## src/hw/rtl/stt_pkg.sv

```systemverilog
// ----------------------------------------------------------------------------
// stt_pkg
// Shared codes and types of the software timer table: operation codes,
// timer state codes, the layout of one table entry and the structs that
// travel between the top level and the entry update logic.
// ----------------------------------------------------------------------------
package stt_pkg;

    localparam int TICK_W = 32;
    localparam int ID_W   = 4;

    localparam logic [1:0] OP_SCAN   = 2'd0;
    localparam logic [1:0] OP_CREATE = 2'd1;
    localparam logic [1:0] OP_STOP   = 2'd2;
    localparam logic [1:0] OP_READ   = 2'd3;

    localparam logic [1:0] ST_STOPPED = 2'd0;
    localparam logic [1:0] ST_RUNNING = 2'd1;
    localparam logic [1:0] ST_TIMEOUT = 2'd2;

    typedef struct packed {
        logic [1:0]        state;
        logic              periodic;
        logic [TICK_W-1:0] match;
        logic [TICK_W-1:0] period;
    } stt_entry_t;

    localparam int ENTRY_W = $bits(stt_entry_t);

    typedef struct packed {
        logic [1:0]        op;
        logic              act;
        logic              periodic;
        logic [TICK_W-1:0] delay;
        logic [TICK_W-1:0] tick;
    } stt_cmd_t;

    typedef struct packed {
        logic       we;
        stt_entry_t wentry;
        logic       fired;
        logic [1:0] state_read;
    } stt_upd_t;

endpackage

```

## src/hw/rtl/software_timer_table_top.sv

```systemverilog
// ----------------------------------------------------------------------------
// software_timer_table_top
// Table of software timers held in one RAM. Each item reads its entry,
// updates it and writes it back, giving one result item.
//
//   Channel  Direction  Ports
//   s_       in         operation, timer_id, periodic, delay_ticks, current_tick
//   m_       out        fired, fired_id, state_read
//
// Each item has its RAM read at acceptance and its update and write-back in
// the update stage, so one item is in the table at a time.
// The next item is accepted while a result waits in the output register.
// A stalled result holds the update stage until the output register frees.
// Reset clears the per-entry valid bits at once; no clearing pass is needed.
// ----------------------------------------------------------------------------
module software_timer_table_top
    import stt_pkg::*;
#(
    parameter int TIMER_COUNT = 16
) (
    input  logic              aclk,
    input  logic              aresetn,
    input  logic              s_valid,
    output logic              s_ready,
    input  logic [1:0]        s_operation,
    input  logic [ID_W-1:0]   s_timer_id,
    input  logic              s_periodic,
    input  logic [TICK_W-1:0] s_delay_ticks,
    input  logic [TICK_W-1:0] s_current_tick,
    output logic              m_valid,
    input  logic              m_ready,
    output logic              m_fired,
    output logic [ID_W-1:0]   m_fired_id,
    output logic [1:0]        m_state_read
);

    localparam int IDX_W  = (TIMER_COUNT > 1) ? $clog2(TIMER_COUNT) : 1;
    localparam int SCAN_W = $clog2(TIMER_COUNT + 1);

    logic              acc;
    logic              ex_go;
    logic              is_scan;
    logic              scan_wrap;
    logic              id_ok;
    logic              act;
    logic [IDX_W-1:0]  rd_addr;
    stt_entry_t        ram_rdata;
    stt_entry_t        ent;
    stt_cmd_t          cmd;
    stt_upd_t          upd;

    logic [SCAN_W-1:0]      scan_reg, scan_next;
    logic                   ex_valid_reg, ex_valid_next;
    stt_cmd_t               cmd_reg;
    logic [IDX_W-1:0]       addr_reg;
    logic                   vld_rd_reg;
    logic [TIMER_COUNT-1:0] valid_reg, valid_next;
    logic                   m_valid_reg, m_valid_next;
    logic                   m_fired_reg;
    logic [ID_W-1:0]        m_fired_id_reg;
    logic [1:0]             m_state_read_reg;

    assign s_ready   = !ex_valid_reg;
    assign acc       = s_valid && s_ready;
    assign ex_go     = ex_valid_reg && (!m_valid_reg || m_ready);
    assign is_scan   = (s_operation == OP_SCAN);
    assign scan_wrap = (scan_reg == SCAN_W'(TIMER_COUNT));
    assign id_ok     = (32'(s_timer_id) < 32'(TIMER_COUNT));
    assign act       = is_scan ? !scan_wrap : id_ok;
    assign rd_addr   = is_scan ? scan_reg[IDX_W-1:0] : IDX_W'(s_timer_id);

    always_comb begin
        cmd.op       = s_operation;
        cmd.act      = act;
        cmd.periodic = s_periodic;
        cmd.delay    = s_delay_ticks;
        cmd.tick     = s_current_tick;
    end

    stt_ram #(
        .WIDTH(ENTRY_W),
        .DEPTH(TIMER_COUNT)
    ) u_ram (
        .clk  (aclk),
        .we   (ex_go && upd.we),
        .waddr(addr_reg),
        .wdata(upd.wentry),
        .re   (acc),
        .raddr(rd_addr),
        .rdata(ram_rdata)
    );

    assign ent = vld_rd_reg ? ram_rdata : stt_entry_t'('0);

    stt_update u_update (
        .cmd(cmd_reg),
        .ent(ent),
        .upd(upd)
    );

    always_comb begin
        scan_next = scan_reg;
        if (acc && is_scan) begin
            scan_next = scan_wrap ? '0 : scan_reg + SCAN_W'(1);
        end

        ex_valid_next = ex_valid_reg;
        if (acc) begin
            ex_valid_next = 1'b1;
        end else if (ex_go) begin
            ex_valid_next = 1'b0;
        end

        valid_next = valid_reg;
        if (ex_go && upd.we) begin
            valid_next[addr_reg] = 1'b1;
        end

        m_valid_next = m_valid_reg;
        if (ex_go) begin
            m_valid_next = 1'b1;
        end else if (m_ready) begin
            m_valid_next = 1'b0;
        end
    end

    always_ff @(posedge aclk) begin
        if (!aresetn) begin
            scan_reg     <= '0;
            ex_valid_reg <= 1'b0;
            valid_reg    <= '0;
            m_valid_reg  <= 1'b0;
        end else begin
            scan_reg     <= scan_next;
            ex_valid_reg <= ex_valid_next;
            valid_reg    <= valid_next;
            m_valid_reg  <= m_valid_next;
        end
    end

    always_ff @(posedge aclk) begin
        if (acc) begin
            cmd_reg    <= cmd;
            addr_reg   <= rd_addr;
            vld_rd_reg <= act && valid_reg[rd_addr];
        end
        if (ex_go) begin
            m_fired_reg      <= upd.fired;
            m_fired_id_reg   <= upd.fired ? ID_W'(addr_reg) : '0;
            m_state_read_reg <= upd.state_read;
        end
    end

    assign m_valid      = m_valid_reg;
    assign m_fired      = m_fired_reg;
    assign m_fired_id   = m_fired_id_reg;
    assign m_state_read = m_state_read_reg;

endmodule

```

## src/hw/rtl/stt_ram.sv

```systemverilog
// ----------------------------------------------------------------------------
// stt_ram
// Generic single-port-write, single-port-read RAM with a registered read.
// ----------------------------------------------------------------------------
module stt_ram #(
    parameter int WIDTH = 8,
    parameter int DEPTH = 16
) (
    input  logic                                   clk,
    input  logic                                   we,
    input  logic [(DEPTH > 1 ? $clog2(DEPTH) : 1)-1:0] waddr,
    input  logic [WIDTH-1:0]                       wdata,
    input  logic                                   re,
    input  logic [(DEPTH > 1 ? $clog2(DEPTH) : 1)-1:0] raddr,
    output logic [WIDTH-1:0]                       rdata
);

    logic [WIDTH-1:0] mem [DEPTH];

    always_ff @(posedge clk) begin
        if (we) begin
            mem[waddr] <= wdata;
        end
        if (re) begin
            rdata <= mem[raddr];
        end
    end

endmodule

```

## src/hw/rtl/stt_update.sv

```systemverilog
// ----------------------------------------------------------------------------
// stt_update
// Read-modify-write logic for one table entry: scan visit, create, stop
// and read, giving the entry to write back and the result of the item.
// ----------------------------------------------------------------------------
module stt_update
    import stt_pkg::*;
(
    input  stt_cmd_t   cmd,
    input  stt_entry_t ent,
    output stt_upd_t   upd
);

    always_comb begin
        upd        = '0;
        upd.wentry = ent;
        if (cmd.act) begin
            unique case (cmd.op)
                OP_SCAN: begin
                    upd.we = 1'b1;
                    if (ent.state == ST_RUNNING) begin
                        if (ent.match <= cmd.tick) begin
                            upd.wentry.state = ST_TIMEOUT;
                            upd.fired        = 1'b1;
                        end
                    end else if (ent.state == ST_TIMEOUT) begin
                        if (ent.periodic) begin
                            upd.wentry.match = cmd.tick + ent.period;
                            upd.wentry.state = ST_RUNNING;
                        end else begin
                            upd.wentry.state = ST_STOPPED;
                        end
                    end
                end
                OP_CREATE: begin
                    upd.we              = 1'b1;
                    upd.wentry.state    = ST_RUNNING;
                    upd.wentry.periodic = cmd.periodic;
                    upd.wentry.match    = cmd.tick + cmd.delay;
                    upd.wentry.period   = cmd.delay;
                end
                OP_STOP: begin
                    upd.we           = 1'b1;
                    upd.wentry.state = ST_STOPPED;
                end
                OP_READ: begin
                    upd.state_read = ent.state;
                end
            endcase
        end
    end

endmodule

```

## config.mk

```make
export PLATFORM = sky130hd
export DESIGN_NAME = software_timer_table_top
export DESIGN_NICKNAME = d
export VERILOG_FILES = /design/src/hw/rtl/stt_pkg.sv /design/src/hw/rtl/software_timer_table_top.sv /design/src/hw/rtl/stt_ram.sv /design/src/hw/rtl/stt_update.sv
export SDC_FILE = /design/constraint.sdc
export NUM_CORES = 2
export LEC_CHECK = 0
export BUFFER_PORTS_ARGS = -buffer_cell sky130_fd_sc_hd__buf_2
export CAP_MARGIN = 20
export CORE_MARGIN = 3
export CORE_UTILIZATION = 60
export DETAILED_ROUTE_END_ITERATION = 8
export GPL_ROUTABILITY_DRIVEN = 0
export GPL_TIMING_DRIVEN = 0
export PLACE_DENSITY = 0.81
export SYNTH_ARGS = -nofsm -noshare
export SYNTH_HDL_FRONTEND = slang
export SYNTH_HIERARCHICAL = 1
export SYNTH_SLANG_ARGS = --single-unit
```

## constraint.sdc

```tcl
create_clock -name aclk -period 12.5 [get_ports aclk]
set_clock_uncertainty 0.2 [all_clocks]
set_input_delay 1.875 -clock aclk [delete_from_list [all_inputs] [get_ports aclk]]
set_output_delay 1.875 -clock aclk [all_outputs]
set_load 0.02 [all_outputs]
```

== Yosys cells after proc, flatten, opt, wreduce, memory -nomap -nowiden ==
Memories as Yosys holds them, arrays and structs flattened. A register that Yosys moved wholly into a read port is not among the register bits.
Index checks and enable logic that the tools add are counted.
Storage, ports and cells
  flip-flop bits (word level): 103
  bits in writable memories: 1072
  input bits: 75
  memories kept: 1
Memories
  u_ram.mem: words 16, bits a word 67, read ports 1, clocked after memory_dff 1, wr ports 1, line stt_ram.sv:18  | logic [WIDTH-1:0] mem [DEPTH];
Cells by class
  add/sub/neg operators: 3
  magnitude comparators: 4
  equality and inequality tests: 6
  mux-type cells: 30
  bitwise gates (word level): 1
  reduce and logical (&&, ||, !) cells: 15
Operators with widths (count)
  $mux 32: 4
  $mux 71: 1
  $mux 67: 1
  $add 32x32->32: 2
  $pmux 32 s2: 1
  $le 32x32->1: 1
  $or 16x16->16: 1
  $mux 1: 14
  $lt 4x5->1 const B: 2
  $pmux 3 s3: 1
  $mux 2: 4
  $eq 2x2->1 const B: 3
  $logic_and 1x1->1: 6
  $add 5x1->5 const B: 1
  $eq 5x5->1 const B: 1
  $mux 5: 1
  $bmux 1 s4: 1
  $demux 1 s4: 1
  $eq 2x1->1 const B: 2
  $ge 4x1->1 const B: 1
  $logic_not 2->1: 2
  $mux 4: 1
  $reduce_bool 2->1: 2
  $logic_not 1->1: 3
  2 further kinds: 2

== Depth between registers and ports, before layout ==
  depth in word-level cells: 10
  mapped depth: 14
  gate-level depth less buffers: 13

== Modules after synthesis ==
Netlist, hierarchy kept.
By module, submodules not included
  stt_ram: times used 1, cells an instance 1724, area an instance 42109.1 µm², seq. area each 34202.8 µm²
  stt_update: times used 1, cells an instance 783, area an instance 5123.7 µm², seq. area each 0.0 µm²
  software_timer_table_top: times used 1, cells an instance 309, area an instance 4124.0 µm², seq. area each 2862.7 µm²

== Worst setup path after synthesis ==
Ideal clock, no wire load.
  path kind: input to register
  start point: input port s_valid
  end point: register scan_reg[0]
  library setup time: 0.129 ns
  arrival time: 9.183 ns
  path slack: 2.988 ns
  cell stages on the path: 6
  buffers on the path: 1
  cell sequence: nor2b_1 and2_1 clkbuf_1 inv_1 o21ai_0 nor2_1
On the way
  cells in the longest elaborated chain, start to end: 2
Ends and longest elaborated chain
  from (decl): line software_timer_table_top.sv:23  | input logic s_valid,
  $logic_and 1x1->1: line software_timer_table_top.sv:64  | assign acc = s_valid && s_ready;
  $logic_and 1x1->1: line software_timer_table_top.sv:103  | if (acc && is_scan) begin
  to (signal assigned): line software_timer_table_top.sv:134  | scan_reg <= scan_next;
  to (decl): line software_timer_table_top.sv:52  | logic [SCAN_W-1:0] scan_reg, scan_next;
Every way passes these cells.
A chain may end at the register's enable or synchronous reset.

==> metrics.log <==
INFO  metric synth_warnings = 6
INFO  metric grt_residual_overflow = 0
INFO  metric synth_async_sr_flop_share = 0
INFO  metric synthesis_to_finish_area_growth = 13.8%
INFO  metric critPathKind = reg2reg
INFO  metric cts.sinks = 1242
INFO  metric synth-edff-count = 1219
INFO  metric timing.final.max_slew_violations = 0
INFO  metric fp.dieH = between 200 and 300 um
INFO  metric critical_path_buf_inv_count = 2
INFO  metric crit_end = u_ram/mem[0][52]
INFO  metric post_synth_inst_count = 2816
INFO  metric cp_top_family = compound AO/OA/AOI/OAI gates
INFO  metric via_per_inst = roughly 7.0
INFO  metric final_cell_area = 0.0584 sq mm
INFO  metric setup_viol = 0
INFO  metric drive_above_1_share = 0.216
INFO  metric routed_wire_length_per_instance = 33.0 um
INFO  metric synth_area_leaders = sky130_fd_sc_hd__edfxtp_1 (71%), sky130_fd_sc_hd__mux4_2 (12%), sky130_fd_sc_hd__ha_1 (2.3%), sky130_fd_sc_hd__a22oi_1 (2.1%), sky130_fd_sc_hd__nand2_1 (1.6%)
INFO  metric drt-initial-drc-count = 5574
INFO  metric floorplan.initialDensity = 0.610
INFO  metric die_outline_area = 0.0891 sq mm
INFO  metric synth.lib_cells_used.distinct = 82
INFO  metric r2r.worst_path.cells = 14
INFO  metric regToRegStartpoint = vld_rd_reg
INFO  metric crit_path_start = vld_rd_reg
INFO  metric netlist_top_cells_count = sky130_fd_sc_hd__edfxtp_1 (1219), sky130_fd_sc_hd__mux4_2 (268), sky130_fd_sc_hd__nand2_1 (225), sky130_fd_sc_hd__a22oi_1 (146), sky130_fd_sc_hd__ha_1 (96)
INFO  metric detailroute.via_count = between 30000 and 40000
INFO  metric dr.pass1.iters = 9
INFO  metric grt_first_pass_wirelength = 207 mm
INFO  metric globalRouteTotalUtil = 0.322
INFO  metric synthMostInstantiatedCell = sky130_fd_sc_hd__edfxtp_1
INFO  metric cts_resized = 0
INFO  metric timing.final.hold_violations = 0
INFO  metric timing.critical_path.from_type = flip-flop
INFO  metric worst_path_max_delay_cell = sky130_fd_sc_hd__o211ai_1
INFO  metric synth.yosys.seq_area_share = 0.722
INFO  metric syn_area = 0.0514 sq mm
INFO  metric failing_checks = DRC
INFO  metric syn-num-nets = 2989
INFO  metric tightest_slew = 1.25 ns
INFO  metric drtAntennaViolNets = 0
INFO  metric slew_headroom = 0.166
INFO  metric syn_avg_cell_area = around 18 sq um
INFO  metric finalCritPeriodShare = 0.454
INFO  metric clock_insertion_delay_worst_skew = around 0.7 ns
INFO  metric initial_antenna_violation_count = 4
INFO  metric dpl_cell_area = about 0.055 sq mm
INFO  metric clkTransAtPathRegs = 0.06 ns
INFO  metric crit_cells = 14
INFO  metric grt_setup_unrepaired = false
INFO  metric drcViolationCount = 31
INFO  metric power_per_cell_area = 156 mW/mm^2
INFO  metric grt_pass1_vias = 30500
INFO  metric cts_tree = done
INFO  metric setup_fix_buffers_added_after_clock_tree_synthesis = 0
INFO  metric fp.coreArea = 0.0842 sq mm
INFO  metric cts_max_path_buffers = 3
INFO  metric wirelength = 144 mm
INFO  metric max_reg_flops = 1072
INFO  metric leading_area_contributor_after_synthesis = sky130_fd_sc_hd__edfxtp_1
INFO  metric critical_path.cell_chain = clkbuf_1 -> and2_1 -> ha_1 -> inv_1 -> fa_1 -> nand2b_1 -> a21oi_1 -> o2111ai_1 -> and2_1 -> o21ai_0 -> a21oi_1 -> o21bai_1 -> xnor2_1 -> o211ai_1
INFO  metric finish.net_count = 3290
INFO  metric cts_root_buffer = sky130_fd_sc_hd__clkbuf_16
INFO  metric cp-end-kind = flip-flop
INFO  metric worst_ep_arrival_time = between 5 and 6 ns
INFO  metric hold_buffers = 0
INFO  metric cts_max_level = 3
INFO  metric top_level_port_count = 84
INFO  metric ys_seq_elements = 1242
INFO  metric ir_drop = 0.132 mV
INFO  metric max_freq = between 150 and 200 MHz
INFO  metric synthDominantCellAreaShare = 0.713
INFO  metric hold_path.class = reg2reg
INFO  metric required = roughly 13 ns
INFO  metric run_status = finished with violations
INFO  metric power.static_leakage = roughly 20 nW
INFO  metric horizontal_extent_of_the_die = between 200 and 300 um
INFO  metric critical_path_s_largest_stage_delay = 0.99 ns
INFO  metric port-buffer-count = 82
INFO  metric r2r_slack = just under 7 ns
INFO  metric floorplan.rows = 106
INFO  metric cts-buffers-inserted = 117
INFO  metric ys_dominant_reg_cell = sky130_fd_sc_hd__edfxtp_1
INFO  metric fin_util = 0.694
INFO  metric maximum_number_of_pins_on_one_net_before_global_route_repair = 37
INFO  metric timing.final.crit_period = roughly 5.7 ns
INFO  metric drv.max_cap_violation_count = 0
INFO  metric cp_max_fo = 16
INFO  metric crit-reg2reg-capture = u_ram/mem[0][52]
INFO  metric detailed_place_hpwl = between 90 and 100 mm
-- layer usage --
metal | GRT usage | part of all wire
met1 | 0.437 | 0.34
met2 | 0.488 | 0.46
met3 | 0.0958 | 0.14
met4 | 0.150 | 0.058
met5 | 0 | 0
-- cell type report --
cell class	instances	area, sq um
multi-input cells	1380	13500
flip-flops and latches	1242	37100
inverters	62	233
clock inverters	68	594
well taps	1134	1420
plain buffers	132	661
repair buffers	182	1880
fillers	4908	25800
clock buffers	144	3070
diodes	2	5.00
-- how the worst min path moves through the flow --
stage | from | end | slack, ns | depth (start not counted)
6_report | valid_reg[7] | valid_reg[7] | 0.27 | 1
5_1_grt | valid_reg[5] | valid_reg[5] | 0.29 | 1
4_1_cts | valid_reg[2] | valid_reg[2] | 0.27 | 1
3_5_place_dp | valid_reg[2] | valid_reg[2] | 0.25 | 1
3_3_place_gp | valid_reg[7] | valid_reg[7] | 0.25 | 1
2_1_floorplan | valid_reg[2] | valid_reg[2] | 0.23 | 1
-- cells by family after synthesis --
group | after synthesis | synth area share
AOI/OAI and AO/OA | 462 | 0.0627
xor gates and xnor gates | 60 | 0.0102
adders and majority gates | 98 | 0.0242
buffers and inverters | 194 | 0.0174
DFF | 1242 | 0.722
muxes | 272 | 0.118
and+or+nand+nor | 488 | 0.0454
-- power by group --
part	switching (W)	internal [W]	leakage [nW]
logic	0.000609	0.000324	6.46
clock network	0.00152	0.00189	1.77
registers	0.0000494	0.00474	11.4
total	0.00218	0.00695	19.6
-- worst register-to-register path, stage by stage, from the launching register on --
cell and delay, ns:
sky130_fd_sc_hd__edfxtp_1 0.67, sky130_fd_sc_hd__clkbuf_1 0.59, sky130_fd_sc_hd__and2_1 0.28, sky130_fd_sc_hd__ha_1 0.28, sky130_fd_sc_hd__inv_1 0.10, sky130_fd_sc_hd__fa_1 0.39
sky130_fd_sc_hd__nand2b_1 0.20, sky130_fd_sc_hd__a21oi_1 0.22, sky130_fd_sc_hd__o2111ai_1 0.22, sky130_fd_sc_hd__and2_1 0.24, sky130_fd_sc_hd__o21ai_0 0.40, sky130_fd_sc_hd__a21oi_1 0.20
sky130_fd_sc_hd__o21bai_1 0.20, sky130_fd_sc_hd__xnor2_1 0.14, sky130_fd_sc_hd__o211ai_1 0.99
-- cells in the final DEF, fill, tap and decap left out, types with 8 or more instances in the layout --
master,count
sky130_fd_sc_hd__dfxtp_1,23
sky130_fd_sc_hd__xnor2_1,39
sky130_fd_sc_hd__buf_1,19
sky130_fd_sc_hd__buf_6,44
sky130_fd_sc_hd__o21ai_0,46
sky130_fd_sc_hd__buf_12,33
sky130_fd_sc_hd__inv_1,61
sky130_fd_sc_hd__o21bai_1,9
sky130_fd_sc_hd__ha_1,96
sky130_fd_sc_hd__a21o_1,35
sky130_fd_sc_hd__nand3_1,15
sky130_fd_sc_hd__and2_1,79
sky130_fd_sc_hd__buf_2,100
sky130_fd_sc_hd__buf_4,32
sky130_fd_sc_hd__a22oi_1,146
sky130_fd_sc_hd__nor2_1,57
sky130_fd_sc_hd__o21a_1,32
sky130_fd_sc_hd__mux4_2,268
sky130_fd_sc_hd__clkbuf_1,97
sky130_fd_sc_hd__nand2_1,225
sky130_fd_sc_hd__o211ai_1,10
sky130_fd_sc_hd__o22ai_1,26
sky130_fd_sc_hd__xor2_1,21
sky130_fd_sc_hd__a31oi_1,8
sky130_fd_sc_hd__clkinv_1,24
sky130_fd_sc_hd__a21oi_1,76
sky130_fd_sc_hd__nand4_1,21
sky130_fd_sc_hd__o21ai_1,10
sky130_fd_sc_hd__clkinv_2,21
sky130_fd_sc_hd__buf_16,8
sky130_fd_sc_hd__nor2b_1,9
sky130_fd_sc_hd__nand2b_1,14
sky130_fd_sc_hd__nor3_1,14
sky130_fd_sc_hd__clkbuf_16,119
sky130_fd_sc_hd__nor2_4,12
sky130_fd_sc_hd__a211oi_1,9
sky130_fd_sc_hd__edfxtp_1,1219
-- stage by stage --
step | TNS, ns | total power (W) | worst slack [ns] | hold WS [ns] | cells
global placement | -527.93 | 0.00570 | -1.90 | 0.249 | 4032
CTS | 0 | 0.00911 | 7.21 | 0.267 | 4332
floorplan | 0 | 0.00542 | 2.99 | 0.232 | 2816
finish | 0 | 0.00913 | 6.82 | 0.273 | 4346
detailed placement | 0 | 0.00575 | 6.60 | 0.253 | 4120
global route | 0 | 0.00936 | 6.83 | 0.288 | 4344
(Power assumes the default switching activity.)
